[config.mk]
export PLATFORM = sky130hd
export DESIGN_NAME = eight_bit_register_cpu_core_flat
export DESIGN_NICKNAME = d
export VERILOG_FILES = /design/src/rtl/core/ebc_pkg.sv /design/src/rtl/core/ebc_req_if.sv /design/src/rtl/core/ebc_rsp_if.sv /design/src/rtl/core/eight_bit_register_cpu_core.sv /design/src/flat_wrapper.sv
export SDC_FILE = /design/constraint.sdc
export NUM_CORES = 2
export LEC_CHECK = 0
export ABC_AREA = 1
export ABC_CLOCK_PERIOD_IN_PS = 9800
export BUFFER_PORTS_ARGS = -buffer_cell sky130_fd_sc_hd__buf_2
export CAP_MARGIN = 20
export CORE_UTILIZATION = 40
export CTS_CLUSTER_SIZE = 14
export DETAILED_ROUTE_END_ITERATION = 7
export GPL_ROUTABILITY_DRIVEN = 0
export MAX_ROUTING_LAYER = met4
export PLACE_DENSITY_LB_ADDON = 0.12
export SLEW_MARGIN = 10
export SYNTH_ARGS = -nofsm -noshare
export SYNTH_HDL_FRONTEND = slang
export SYNTH_SLANG_ARGS = --single-unit
[constraint.sdc]
create_clock -name clk -period 9.8 [get_ports clk]
set_input_delay 1.47 -clock clk [delete_from_list [all_inputs] [get_ports clk]]
set_output_delay 1.47 -clock clk [all_outputs]
set_load 0.1 [all_outputs]
[src/rtl/core/ebc_pkg.sv]
// Shared types, opcode constants and helpers for the eight-bit register CPU core.
`default_nettype none

package ebc_pkg;

    // Request operations.
    localparam logic [1:0] OP_EXEC  = 2'd0;
    localparam logic [1:0] OP_WRITE = 2'd1;
    localparam logic [1:0] OP_READ  = 2'd2;

    // Instruction opcodes.
    localparam logic [7:0] OPC_NOP  = 8'd0;
    localparam logic [7:0] OPC_LDA  = 8'd1;
    localparam logic [7:0] OPC_LDB  = 8'd2;
    localparam logic [7:0] OPC_LDI  = 8'd3;
    localparam logic [7:0] OPC_INC  = 8'd4;
    localparam logic [7:0] OPC_DEC  = 8'd5;
    localparam logic [7:0] OPC_ADD  = 8'd6;
    localparam logic [7:0] OPC_SUB  = 8'd7;
    localparam logic [7:0] OPC_MUL  = 8'd8;
    localparam logic [7:0] OPC_STA  = 8'd9;
    localparam logic [7:0] OPC_STB  = 8'd10;
    localparam logic [7:0] OPC_MOV  = 8'd11;
    localparam logic [7:0] OPC_CMP  = 8'd12;
    localparam logic [7:0] OPC_JMP  = 8'd13;
    localparam logic [7:0] OPC_JZ   = 8'd14;
    localparam logic [7:0] OPC_JNZ  = 8'd15;
    localparam logic [7:0] OPC_JC   = 8'd16;
    localparam logic [7:0] OPC_JNC  = 8'd17;
    localparam logic [7:0] OPC_JE   = 8'd18;
    localparam logic [7:0] OPC_JNE  = 8'd19;
    localparam logic [7:0] OPC_JL   = 8'd20;
    localparam logic [7:0] OPC_JG   = 8'd21;
    localparam logic [7:0] OPC_JB   = 8'd22;
    localparam logic [7:0] OPC_JA   = 8'd23;
    localparam logic [7:0] OPC_AND  = 8'd24;
    localparam logic [7:0] OPC_OR   = 8'd25;
    localparam logic [7:0] OPC_XOR  = 8'd26;
    localparam logic [7:0] OPC_NOT  = 8'd27;
    localparam logic [7:0] OPC_PUSH = 8'd28;
    localparam logic [7:0] OPC_POP  = 8'd29;
    localparam logic [7:0] OPC_CALL = 8'd30;
    localparam logic [7:0] OPC_RET  = 8'd31;

    // Flag bit positions.
    localparam int FLAG_Z = 0;
    localparam int FLAG_S = 1;
    localparam int FLAG_C = 2;
    localparam int FLAG_O = 3;

    // Byte constants used by the flag logic.
    localparam logic [7:0] BYTE_MIN_NEG = 8'h80;
    localparam logic [7:0] BYTE_MAX_POS = 8'h7F;
    localparam logic [7:0] BYTE_ONES    = 8'hFF;

    typedef struct packed {
        logic [1:0] op;
        logic [7:0] mem_addr;
        logic [7:0] mem_data;
    } ebc_req_t;

    typedef struct packed {
        logic [15:0] prog_counter;
        logic [7:0]  reg_a;
        logic [7:0]  reg_b;
        logic [3:0]  flag_bits;
        logic        is_halted;
        logic        is_fault;
        logic [7:0]  read_byte;
    } ebc_rsp_t;

    // Number of operand bytes that follow an opcode.
    function automatic logic [1:0] operand_bytes(input logic [7:0] opc);
        logic [1:0] n;
        n = 2'd0;
        if (opc == OPC_LDI || opc == OPC_NOT || opc == OPC_PUSH || opc == OPC_POP) begin
            n = 2'd1;
        end else if ((opc >= OPC_LDA && opc <= OPC_LDB) ||
                     (opc >= OPC_ADD && opc <= OPC_JA) ||
                     (opc >= OPC_AND && opc <= OPC_XOR) || opc == OPC_CALL) begin
            n = 2'd2;
        end
        return n;
    endfunction

endpackage

`default_nettype wire

[src/rtl/core/ebc_req_if.sv]
// Request channel interface carrying one command to the core.
`default_nettype none

interface ebc_req_if
    import ebc_pkg::*;
();
    logic     valid;
    logic     ready;
    ebc_req_t data;

    modport source (output valid, output data, input ready);
    modport sink (input valid, input data, output ready);
endinterface

`default_nettype wire

[src/rtl/core/ebc_rsp_if.sv]
// Response channel interface carrying the architectural state after each request.
`default_nettype none

interface ebc_rsp_if
    import ebc_pkg::*;
();
    logic     valid;
    logic     ready;
    ebc_rsp_t data;

    modport source (output valid, output data, input ready);
    modport sink (input valid, input data, output ready);
endinterface

`default_nettype wire

[src/rtl/core/eight_bit_register_cpu_core.sv]
// Eight-bit register CPU core: sequencer around a single-port program and data memory.
// An instruction passes the accept in S_IDLE, the opcode fetch in S_F0 and S_F1, any operand
// fetch in S_F2 and, for a second operand byte, S_F3, execute in S_EX, and after execute S_LD
// for a load or POP, S_CALL2 for CALL, or S_RET2 then S_RET3 for RET. A memory read passes
// S_RD; a write, op 3 or a halted execute is answered from S_IDLE. A new request is taken only
// in S_IDLE, when the previous response is taken or while the response register is empty.
// Reset clears registers, flags, PC, halt and fault, and sets SP to MEM_DEPTH - 1.
// Memory contents are not reset; reading a byte never written returns an undefined value.
`default_nettype none

module eight_bit_register_cpu_core
    import ebc_pkg::*;
#(
    parameter int MEM_DEPTH = 256,
    parameter int NUM_REGS  = 4
) (
    input wire logic   clk,
    input wire logic   rst_n,
    ebc_req_if.sink    cmd,
    ebc_rsp_if.source  rsp
);

    localparam int AW  = $clog2(MEM_DEPTH);
    localparam int RIW = $clog2(NUM_REGS);

    typedef enum logic [10:0] {
        S_IDLE  = 11'b000_0000_0001,
        S_RD    = 11'b000_0000_0010,
        S_F0    = 11'b000_0000_0100,
        S_F1    = 11'b000_0000_1000,
        S_F2    = 11'b000_0001_0000,
        S_F3    = 11'b000_0010_0000,
        S_EX    = 11'b000_0100_0000,
        S_LD    = 11'b000_1000_0000,
        S_CALL2 = 11'b001_0000_0000,
        S_RET2  = 11'b010_0000_0000,
        S_RET3  = 11'b100_0000_0000
    } state_t;

    state_t       state_reg, state_next;
    logic [7:0]   regs_reg [NUM_REGS];
    logic [7:0]   regs_next [NUM_REGS];
    logic [15:0]  pc_reg, pc_next;
    logic [15:0]  sp_reg, sp_next;
    logic [3:0]   flag_reg, flag_next;
    logic         halt_reg, halt_next;
    logic         fault_reg, fault_next;
    logic [7:0]   opc_reg, opc_next;
    logic [7:0]   b1_reg, b1_next;
    logic [7:0]   b2_reg, b2_next;
    logic         out_valid_reg, out_valid_next;
    logic [7:0]   rb_reg, rb_next;

    logic [7:0]   mem [MEM_DEPTH];
    logic [7:0]   rd_reg;
    logic [AW-1:0] mem_addr_c;
    logic         mem_we;
    logic [7:0]   mem_wd;

    logic         accept;
    logic         finish;

    assign cmd.ready = (state_reg == S_IDLE) && (!out_valid_reg || rsp.ready);
    assign accept    = cmd.valid && cmd.ready;

    // Single-port memory with registered read data.
    always_ff @(posedge clk)
    begin
        if (mem_we)
        begin
            mem[mem_addr_c] <= mem_wd;
        end
        rd_reg <= mem[mem_addr_c];
    end

    // Sequencer and datapath.
    always_comb
    begin
        logic [15:0] addr16;
        logic [RIW-1:0] ri, si;
        logic        bad_r, bad_s;
        logic [7:0]  x, y, res;
        logic [8:0]  sum9;
        logic [15:0] prod;
        logic        take;
        logic        zf, sf, cf, of;

        state_next  = state_reg;
        regs_next   = regs_reg;
        pc_next     = pc_reg;
        sp_next     = sp_reg;
        flag_next   = flag_reg;
        halt_next   = halt_reg;
        fault_next  = fault_reg;
        opc_next    = opc_reg;
        b1_next     = b1_reg;
        b2_next     = b2_reg;
        rb_next     = rb_reg;
        finish      = 1'b0;
        mem_we      = 1'b0;
        mem_wd      = cmd.data.mem_data;
        mem_addr_c  = AW'(cmd.data.mem_addr);

        addr16 = {b1_reg, b2_reg};
        ri     = b1_reg[RIW-1:0];
        si     = b2_reg[RIW-1:0];
        bad_r  = ({1'b0, b1_reg} >= 9'(NUM_REGS));
        bad_s  = ({1'b0, b2_reg} >= 9'(NUM_REGS));
        x      = regs_reg[ri];
        y      = regs_reg[si];
        res    = 8'd0;
        sum9   = 9'd0;
        prod   = 16'd0;
        take   = 1'b0;
        zf     = flag_reg[FLAG_Z];
        sf     = flag_reg[FLAG_S];
        cf     = flag_reg[FLAG_C];
        of     = flag_reg[FLAG_O];

        unique case (state_reg)
            S_IDLE:
            begin
                if (accept)
                begin
                    priority if (cmd.data.op == OP_WRITE)
                    begin
                        mem_we  = 1'b1;
                        rb_next = 8'd0;
                        finish  = 1'b1;
                    end
                    else if (cmd.data.op == OP_READ)
                    begin
                        state_next = S_RD;
                    end
                    else if (cmd.data.op == OP_EXEC && !halt_reg)
                    begin
                        state_next = S_F0;
                    end
                    else
                    begin
                        rb_next = 8'd0;
                        finish  = 1'b1;
                    end
                end
            end
            S_RD:
            begin
                rb_next    = rd_reg;
                finish     = 1'b1;
                state_next = S_IDLE;
            end
            S_F0:
            begin
                mem_addr_c = pc_reg[AW-1:0];
                pc_next    = pc_reg + 16'd1;
                state_next = S_F1;
            end
            S_F1:
            begin
                opc_next = rd_reg;
                if (operand_bytes(rd_reg) != 2'd0)
                begin
                    mem_addr_c = pc_reg[AW-1:0];
                    pc_next    = pc_reg + 16'd1;
                    state_next = S_F2;
                end
                else
                begin
                    state_next = S_EX;
                end
            end
            S_F2:
            begin
                b1_next = rd_reg;
                if (operand_bytes(opc_reg) == 2'd2)
                begin
                    mem_addr_c = pc_reg[AW-1:0];
                    pc_next    = pc_reg + 16'd1;
                    state_next = S_F3;
                end
                else
                begin
                    state_next = S_EX;
                end
            end
            S_F3:
            begin
                b2_next    = rd_reg;
                state_next = S_EX;
            end
            S_EX:
            begin
                rb_next    = 8'd0;
                finish     = 1'b1;
                state_next = S_IDLE;
                priority case (opc_reg)
                    OPC_NOP: ;
                    OPC_LDA, OPC_LDB:
                    begin
                        mem_addr_c = addr16[AW-1:0];
                        finish     = 1'b0;
                        state_next = S_LD;
                    end
                    OPC_LDI:
                    begin
                        regs_next[0]      = b1_reg;
                        flag_next[FLAG_Z] = (b1_reg == 8'd0);
                    end
                    OPC_INC, OPC_DEC:
                    begin
                        res = (opc_reg == OPC_INC) ? regs_reg[0] + 8'd1 : regs_reg[0] - 8'd1;
                        flag_next[FLAG_Z] = (res == 8'd0);
                        flag_next[FLAG_S] = res[7];
                        flag_next[FLAG_O] = (opc_reg == OPC_INC) ?
                                            (regs_reg[0] == BYTE_MAX_POS) :
                                            (regs_reg[0] == BYTE_MIN_NEG);
                        regs_next[0] = res;
                    end
                    OPC_ADD, OPC_SUB, OPC_MUL, OPC_MOV, OPC_CMP,
                    OPC_AND, OPC_OR, OPC_XOR:
                    begin
                        if (bad_r || bad_s)
                        begin
                            fault_next = 1'b1;
                            halt_next  = 1'b1;
                        end
                        else
                        begin
                            priority case (opc_reg)
                                OPC_ADD:
                                begin
                                    sum9 = {1'b0, x} + {1'b0, y};
                                    res  = sum9[7:0];
                                    flag_next[FLAG_C] = sum9[8];
                                    flag_next[FLAG_O] = ((x ^ res) & (y ^ res) & BYTE_MIN_NEG) != 8'd0;
                                end
                                OPC_SUB, OPC_CMP:
                                begin
                                    res = x - y;
                                    flag_next[FLAG_C] = (x < y);
                                    flag_next[FLAG_O] = ((x ^ y) & (x ^ res) & BYTE_MIN_NEG) != 8'd0;
                                end
                                OPC_MUL:
                                begin
                                    prod = {8'd0, x} * {8'd0, y};
                                    res  = prod[7:0];
                                    flag_next[FLAG_C] = (prod[15:8] != 8'd0);
                                    flag_next[FLAG_O] = 1'b0;
                                end
                                OPC_MOV:
                                begin
                                    res = y;
                                end
                                default:
                                begin
                                    res = (opc_reg == OPC_AND) ? (x & y) :
                                          (opc_reg == OPC_OR) ? (x | y) : (x ^ y);
                                    flag_next[FLAG_C] = 1'b0;
                                    flag_next[FLAG_O] = 1'b0;
                                end
                            endcase
                            if (opc_reg != OPC_MOV)
                            begin
                                flag_next[FLAG_Z] = (res == 8'd0);
                                flag_next[FLAG_S] = res[7];
                            end
                            if (opc_reg != OPC_CMP)
                            begin
                                regs_next[ri] = res;
                            end
                        end
                    end
                    OPC_STA, OPC_STB:
                    begin
                        mem_addr_c = addr16[AW-1:0];
                        mem_we     = 1'b1;
                        mem_wd     = (opc_reg == OPC_STA) ? regs_reg[0] : regs_reg[1];
                    end
                    OPC_JMP, OPC_JZ, OPC_JNZ, OPC_JC, OPC_JNC, OPC_JE, OPC_JNE,
                    OPC_JL, OPC_JG, OPC_JB, OPC_JA:
                    begin
                        priority case (opc_reg)
                            OPC_JMP:          take = 1'b1;
                            OPC_JZ, OPC_JE:   take = zf;
                            OPC_JNZ, OPC_JNE: take = !zf;
                            OPC_JC, OPC_JB:   take = cf;
                            OPC_JNC:          take = !cf;
                            OPC_JL:           take = (sf != of);
                            OPC_JG:           take = !zf && (sf == of);
                            default:          take = !cf && !zf;
                        endcase
                        if (take)
                        begin
                            pc_next = addr16;
                        end
                    end
                    OPC_NOT:
                    begin
                        if (bad_r)
                        begin
                            fault_next = 1'b1;
                            halt_next  = 1'b1;
                        end
                        else
                        begin
                            res = x ^ BYTE_ONES;
                            flag_next[FLAG_Z] = (res == 8'd0);
                            flag_next[FLAG_S] = res[7];
                            flag_next[FLAG_C] = 1'b0;
                            flag_next[FLAG_O] = 1'b0;
                            regs_next[ri] = res;
                        end
                    end
                    OPC_PUSH:
                    begin
                        if (bad_r)
                        begin
                            fault_next = 1'b1;
                            halt_next  = 1'b1;
                        end
                        else
                        begin
                            sp_next    = sp_reg - 16'd1;
                            mem_addr_c = sp_next[AW-1:0];
                            mem_we     = 1'b1;
                            mem_wd     = x;
                        end
                    end
                    OPC_POP:
                    begin
                        if (bad_r)
                        begin
                            fault_next = 1'b1;
                            halt_next  = 1'b1;
                        end
                        else
                        begin
                            mem_addr_c = sp_reg[AW-1:0];
                            sp_next    = sp_reg + 16'd1;
                            finish     = 1'b0;
                            state_next = S_LD;
                        end
                    end
                    OPC_CALL:
                    begin
                        sp_next    = sp_reg - 16'd1;
                        mem_addr_c = sp_next[AW-1:0];
                        mem_we     = 1'b1;
                        mem_wd     = pc_reg[7:0];
                        finish     = 1'b0;
                        state_next = S_CALL2;
                    end
                    OPC_RET:
                    begin
                        mem_addr_c = sp_reg[AW-1:0];
                        sp_next    = sp_reg + 16'd1;
                        finish     = 1'b0;
                        state_next = S_RET2;
                    end
                    default:
                    begin
                        halt_next = 1'b1;
                    end
                endcase
            end
            S_LD:
            begin
                rb_next    = 8'd0;
                finish     = 1'b1;
                state_next = S_IDLE;
                priority case (opc_reg)
                    OPC_LDA:
                    begin
                        regs_next[0]      = rd_reg;
                        flag_next[FLAG_Z] = (rd_reg == 8'd0);
                    end
                    OPC_LDB:
                    begin
                        regs_next[1] = rd_reg;
                    end
                    default:
                    begin
                        regs_next[ri] = rd_reg;
                    end
                endcase
            end
            S_CALL2:
            begin
                sp_next    = sp_reg - 16'd1;
                mem_addr_c = sp_next[AW-1:0];
                mem_we     = 1'b1;
                mem_wd     = pc_reg[15:8];
                pc_next    = addr16;
                rb_next    = 8'd0;
                finish     = 1'b1;
                state_next = S_IDLE;
            end
            S_RET2:
            begin
                b1_next    = rd_reg;
                mem_addr_c = sp_reg[AW-1:0];
                sp_next    = sp_reg + 16'd1;
                state_next = S_RET3;
            end
            S_RET3:
            begin
                pc_next    = {b1_reg, rd_reg};
                rb_next    = 8'd0;
                finish     = 1'b1;
                state_next = S_IDLE;
            end
            default:
            begin
                state_next = S_IDLE;
            end
        endcase

        out_valid_next = finish ? 1'b1 : (rsp.ready ? 1'b0 : out_valid_reg);
    end

    // Control and architectural state.
    always_ff @(posedge clk or negedge rst_n)
    begin
        if (!rst_n)
        begin
            state_reg     <= S_IDLE;
            for (int i = 0; i < NUM_REGS; i++)
            begin
                regs_reg[i] <= 8'd0;
            end
            pc_reg        <= 16'd0;
            sp_reg        <= 16'(MEM_DEPTH - 1);
            flag_reg      <= 4'd0;
            halt_reg      <= 1'b0;
            fault_reg     <= 1'b0;
            out_valid_reg <= 1'b0;
        end
        else
        begin
            state_reg     <= state_next;
            regs_reg      <= regs_next;
            pc_reg        <= pc_next;
            sp_reg        <= sp_next;
            flag_reg      <= flag_next;
            halt_reg      <= halt_next;
            fault_reg     <= fault_next;
            out_valid_reg <= out_valid_next;
        end
    end

    // Instruction bytes and read data hold no control meaning.
    always_ff @(posedge clk)
    begin
        opc_reg <= opc_next;
        b1_reg  <= b1_next;
        b2_reg  <= b2_next;
        rb_reg  <= rb_next;
    end

    // Response reflects the architectural state after the request.
    assign rsp.valid = out_valid_reg;
    assign rsp.data  = '{prog_counter: pc_reg, reg_a: regs_reg[0], reg_b: regs_reg[1],
                         flag_bits: flag_reg, is_halted: halt_reg, is_fault: fault_reg,
                         read_byte: rb_reg};

    // A request is never taken while an untaken response would be overwritten.
    assert property (@(posedge clk) disable iff (!rst_n)
        cmd.ready |-> (!out_valid_reg || rsp.ready))
        else $error("request taken over a pending response");

    // A fault always comes with a halt.
    assert property (@(posedge clk) disable iff (!rst_n) fault_reg |-> halt_reg)
        else $error("fault without halt");

    // Only reset clears halt.
    assert property (@(posedge clk) disable iff (!rst_n) !$fell(halt_reg))
        else $error("halt cleared without reset");

    // A halted core leaves the program counter alone on execute requests.
    assert property (@(posedge clk) disable iff (!rst_n)
        (accept && halt_reg && cmd.data.op == OP_EXEC) |=> $stable(pc_reg))
        else $error("program counter moved while halted");

endmodule

`default_nettype wire

[src/flat_wrapper.sv]
// flat-port wrapper written by rule: the top's interface ports become plain ports
module eight_bit_register_cpu_core_flat import ebc_pkg::*;
#(
    parameter int MEM_DEPTH = 256,
    parameter int NUM_REGS  = 4
)
  (clk, rst_n, cmd_valid, cmd_data, cmd_ready, rsp_valid, rsp_data, rsp_ready);
  ebc_req_if cmd_i ();
  ebc_rsp_if rsp_i ();
  input wire logic clk;
  input wire logic rst_n;
  input wire logic [$bits(cmd_i.valid)-1:0] cmd_valid;
  input wire logic [$bits(cmd_i.data)-1:0] cmd_data;
  output wire logic [$bits(cmd_i.ready)-1:0] cmd_ready;
  output wire logic [$bits(rsp_i.valid)-1:0] rsp_valid;
  output wire logic [$bits(rsp_i.data)-1:0] rsp_data;
  input wire logic [$bits(rsp_i.ready)-1:0] rsp_ready;
  assign cmd_i.valid = cmd_valid;
  assign cmd_i.data = cmd_data;
  assign cmd_ready = cmd_i.ready;
  assign rsp_valid = rsp_i.valid;
  assign rsp_data = rsp_i.data;
  assign rsp_i.ready = rsp_ready;
  eight_bit_register_cpu_core #(.MEM_DEPTH(MEM_DEPTH), .NUM_REGS(NUM_REGS)) u_core (.clk(clk), .rst_n(rst_n), .cmd(cmd_i), .rsp(rsp_i));
endmodule
==> impl_results.md <==
* Final-stage net count at 10071
* IO Pins at 70
* Die X-Extent at 500 µm
* RSZ-0062 raised after global routing: false
* Setup TNS at 0 ns
* WP data arrival at 7.42 ns
* Grt met3 use at 0.0334
* Cell taking the most area after synthesis: edfxtp_1
* Register bit total from synthesis at 2162
* Vias at 72505
* Drc violations at 0
* Biggest register: u_core.mem
* Gr ovfl total at 0
* Bufs on Longest Clock Path at 3
* Post-Synth XOR/XNOR Area at 0.00371
* CP endpoint kind: flop
* Root buffer cell: clkbuf_16
* Hold Buf Count CTS at 0
* GRT Total Usage at 0.260
* Top area cells in the synthesized netlist: edfxtp_1 (63%), nand2_1 (18%), nand3_1 (5.5%)
* Die height at 500 µm
* CP Launch Type: flop
* Rows at 182
* Largest family of logic cells by synthesized area: simple AND/OR/NAND/NOR gates
* Via density at 5.39
* Die area at 250000 µm²
* Post-CTS setup buffers at 0
* Min Tclk post-route at 6.66 ns
* Layout cell share with drive strength beyond 1 at 0.0609
* Largest register FFs at 2048
* Top cell type's share of synthesized area at 0.630
* Post-synthesis mux area share at 0.000101
* 1st-iter DRT viols at 7893
* Drt total wl at 319 mm
* Type of the worst setup path: flop to flop
* Simple-Gate Fraction of Synth Area at 0.264
* # port buffers at 69
* Compound-Gate Fraction of Synth Area at 0.0253
* WHS at 0.495 ns
* Synthesis warning total at 0
* Slew margin rel. at 0.182
* CTS tree: yes
* Worst slew pin tran at 1.23 ns
* Post-synthesis async set-or-reset flop share at 0.0342
* Worst slack at placement at 3.32 ns
* Pwr Density at 208 nW/µm²
* Slowest CP cell: buf_4
* Post-synth EDFFs at 2080
* Distinct cells, synth at 61
* Worst flop-to-flop path endpoint: u_core.rd_reg[0]
* Slew Viols, Final at 0
* Seq/Total Area, Yosys at 0.650
* Min-Delay Path Class: input pin to asynchronous set/reset pin
* Area growth, synth to finish at 10.6%
* Routed Antenna Nets at 0
* Top cells by count, synth: nand2_1 (4646), edfxtp_1 (2080), nand3_1 (1096)
* Met2 GRT Util at 0.402
* Starting density of the core at 0.403
* Largest net degree at the start of global routing at 198
* Pleak at 44.0 nW
* Maximum clock frequency at 150 MHz
* Tcrit/Tclk final at 0.680
* Mean Syn Cell Area at 9.80 µm²
* Status: complete, no violations
* Detail Placement HPWL at 183 mm
* Syn_nets at 10251
* Most numerous cell on the critical path: nand2_1
* Initial antenna violation count at 13
* R2R Setup Slk at 3.14 ns
* Average wire per standard cell at 23.7 µm
* Ys flop type: edfxtp_1
* Mapped Cells at 10120
* Number of global-route vias before repair at 70283
* Clk_skew at 0.0822 ns
* PnR worst setup slack at 3.14 ns
* Register-to-Register Path Depth at 26
* Required time of the critical path at 10.56 ns
* Setup violators final at 0
* H-tree depth at 4
* Final hold vios at 0
* First-pass DRT Iterations at 8
* Synthesized cell area at 99200 µm²
* Worst Path Max Fanout at 165
* CP max stage delay at 0.69 ns
* GRT met1 Usage at 0.355
* CTS resizes at 0
* Adder-Cell Fraction of Synth Area at 0.0167
* Max VDD drop at 0.199 mV
* Global-route wire length before repair at 473 mm
* Core Footprint at 246000 µm²
* Count leader, synth: nand2_1
* TritonCTS Buffers at 229
* Reg-to-Reg Start: u_core.state_reg[0]
* Max-Cap Viols at 0
* Most crowded layer after global routing: met2
* Worst skew pair latency at 0.90 ns
* Sink Count at 2162
* Clock-pin slew on the worst setup and hold paths at 0.06 ns
==> power breakdown <==
part	internal, mW	total [mW]	switching [mW]	leakage, nW
Combinational	0.927	3.99	3.06	20.7
Sequential	10.2	10.4	0.157	19.8
Clock	4.70	8.43	3.73	3.55
Total	15.9	22.8	6.95	44.0
==> critical path, delay by kind of cell (launching register included) <==
| kind | cells | cell delay [ns] |
|---|---|---|
| AND/OR/NAND/NOR | 21 | 3.55 |
| buffers and inverters | 5 | 1.95 |
| flip-flops | 1 | 0.54 |
==> metrics by stage <==
stage / power (mW) / area [µm²] / utilization / cells
floorplan: 13.2 / 99200 / - / 10120
global placement: 14.5 / 102000 / 0.416 / 13016
detailed placement: 14.5 / 102000 / 0.416 / 13019
CTS: 22.9 / 110000 / 0.446 / 13445
global route: 23.6 / 110000 / 0.446 / 13452
finish: 22.8 / 110000 / 0.446 / 13452
==> layout make-up <==
class                   count  area (µm²)
repair buffers            194        1630
clock buffers             278        6010
clock inverters           148        1220
diodes                      5        12.5
inverters                 292        1100
flip-flops and latches   2162       64500
well taps                3312        4140
multi-input cells        7061       31100
fillers                 23490      136000
==> worst max path at each step <==
stage	startpoint	to	slack, ns	cells past startpoint
4_1_cts	u_core.b1_reg[1]	u_core.rsp.data[29]	3.32	27
3_3_place_gp	u_core.b1_reg[1]	u_core.rsp.data[29]	3.23	27
6_report	u_core.state_reg[0]	u_core.rd_reg[0]	3.14	26
2_1_floorplan	u_core.state_reg[7]	u_core.mem[0][5]	0.04	8
3_5_place_dp	u_core.b1_reg[1]	u_core.regs_reg[15]	3.32	25
5_1_grt	u_core.b2_reg[0]	u_core.flag_reg[2]	2.82	22
==> logic make-up after synthesis <==
kind of cell	after synthesis
adders and majority gates	109
DFF	2162
muxes	1
AOI/OAI and AO/OA	425
buffers and inverters	897
xor gates and xnor gates	42
and+or+nand+nor	6484
==> metal layers <==
| layer | vias to the layer above | wire (µm) |
|---|---|---|
| li1 | 33632 | - |
| met1 | 35732 | 140000 |
| met2 | 2650 | 148000 |
| met3 | 491 | 20400 |
| met4 | 0 | 10500 |
| met5 | - | 0 |
==> layout by cell type, fill, tap and decap left out, types with 10 or more instances in the layout <==
cell / count
nand3_2: 11
o21ai_1: 53
nor2_2: 13
inv_2: 20
nor2_4: 11
xnor2_1: 10
clkinv_1: 79
clkbuf_16: 232
buf_2: 70
o211ai_1: 20
nor2_1: 520
bufinv_16: 13
nand3_1: 1080
a31oi_1: 11
o22ai_1: 17
nand2_1: 4645
a21oi_1: 120
xor2_1: 32
fa_1: 39
inv_1: 260
edfxtp_1: 2080
nand2_2: 15
dfrtp_1: 65
clkbuf_1: 43
buf_12: 26
buf_4: 97
clkinv_2: 49
nor4_1: 10
ha_1: 70
a22oi_1: 14
nor3_1: 57
o21ai_0: 114
nand4_1: 94
o221ai_1: 12
No activity file was read; power rests on OpenSTA's default activity.
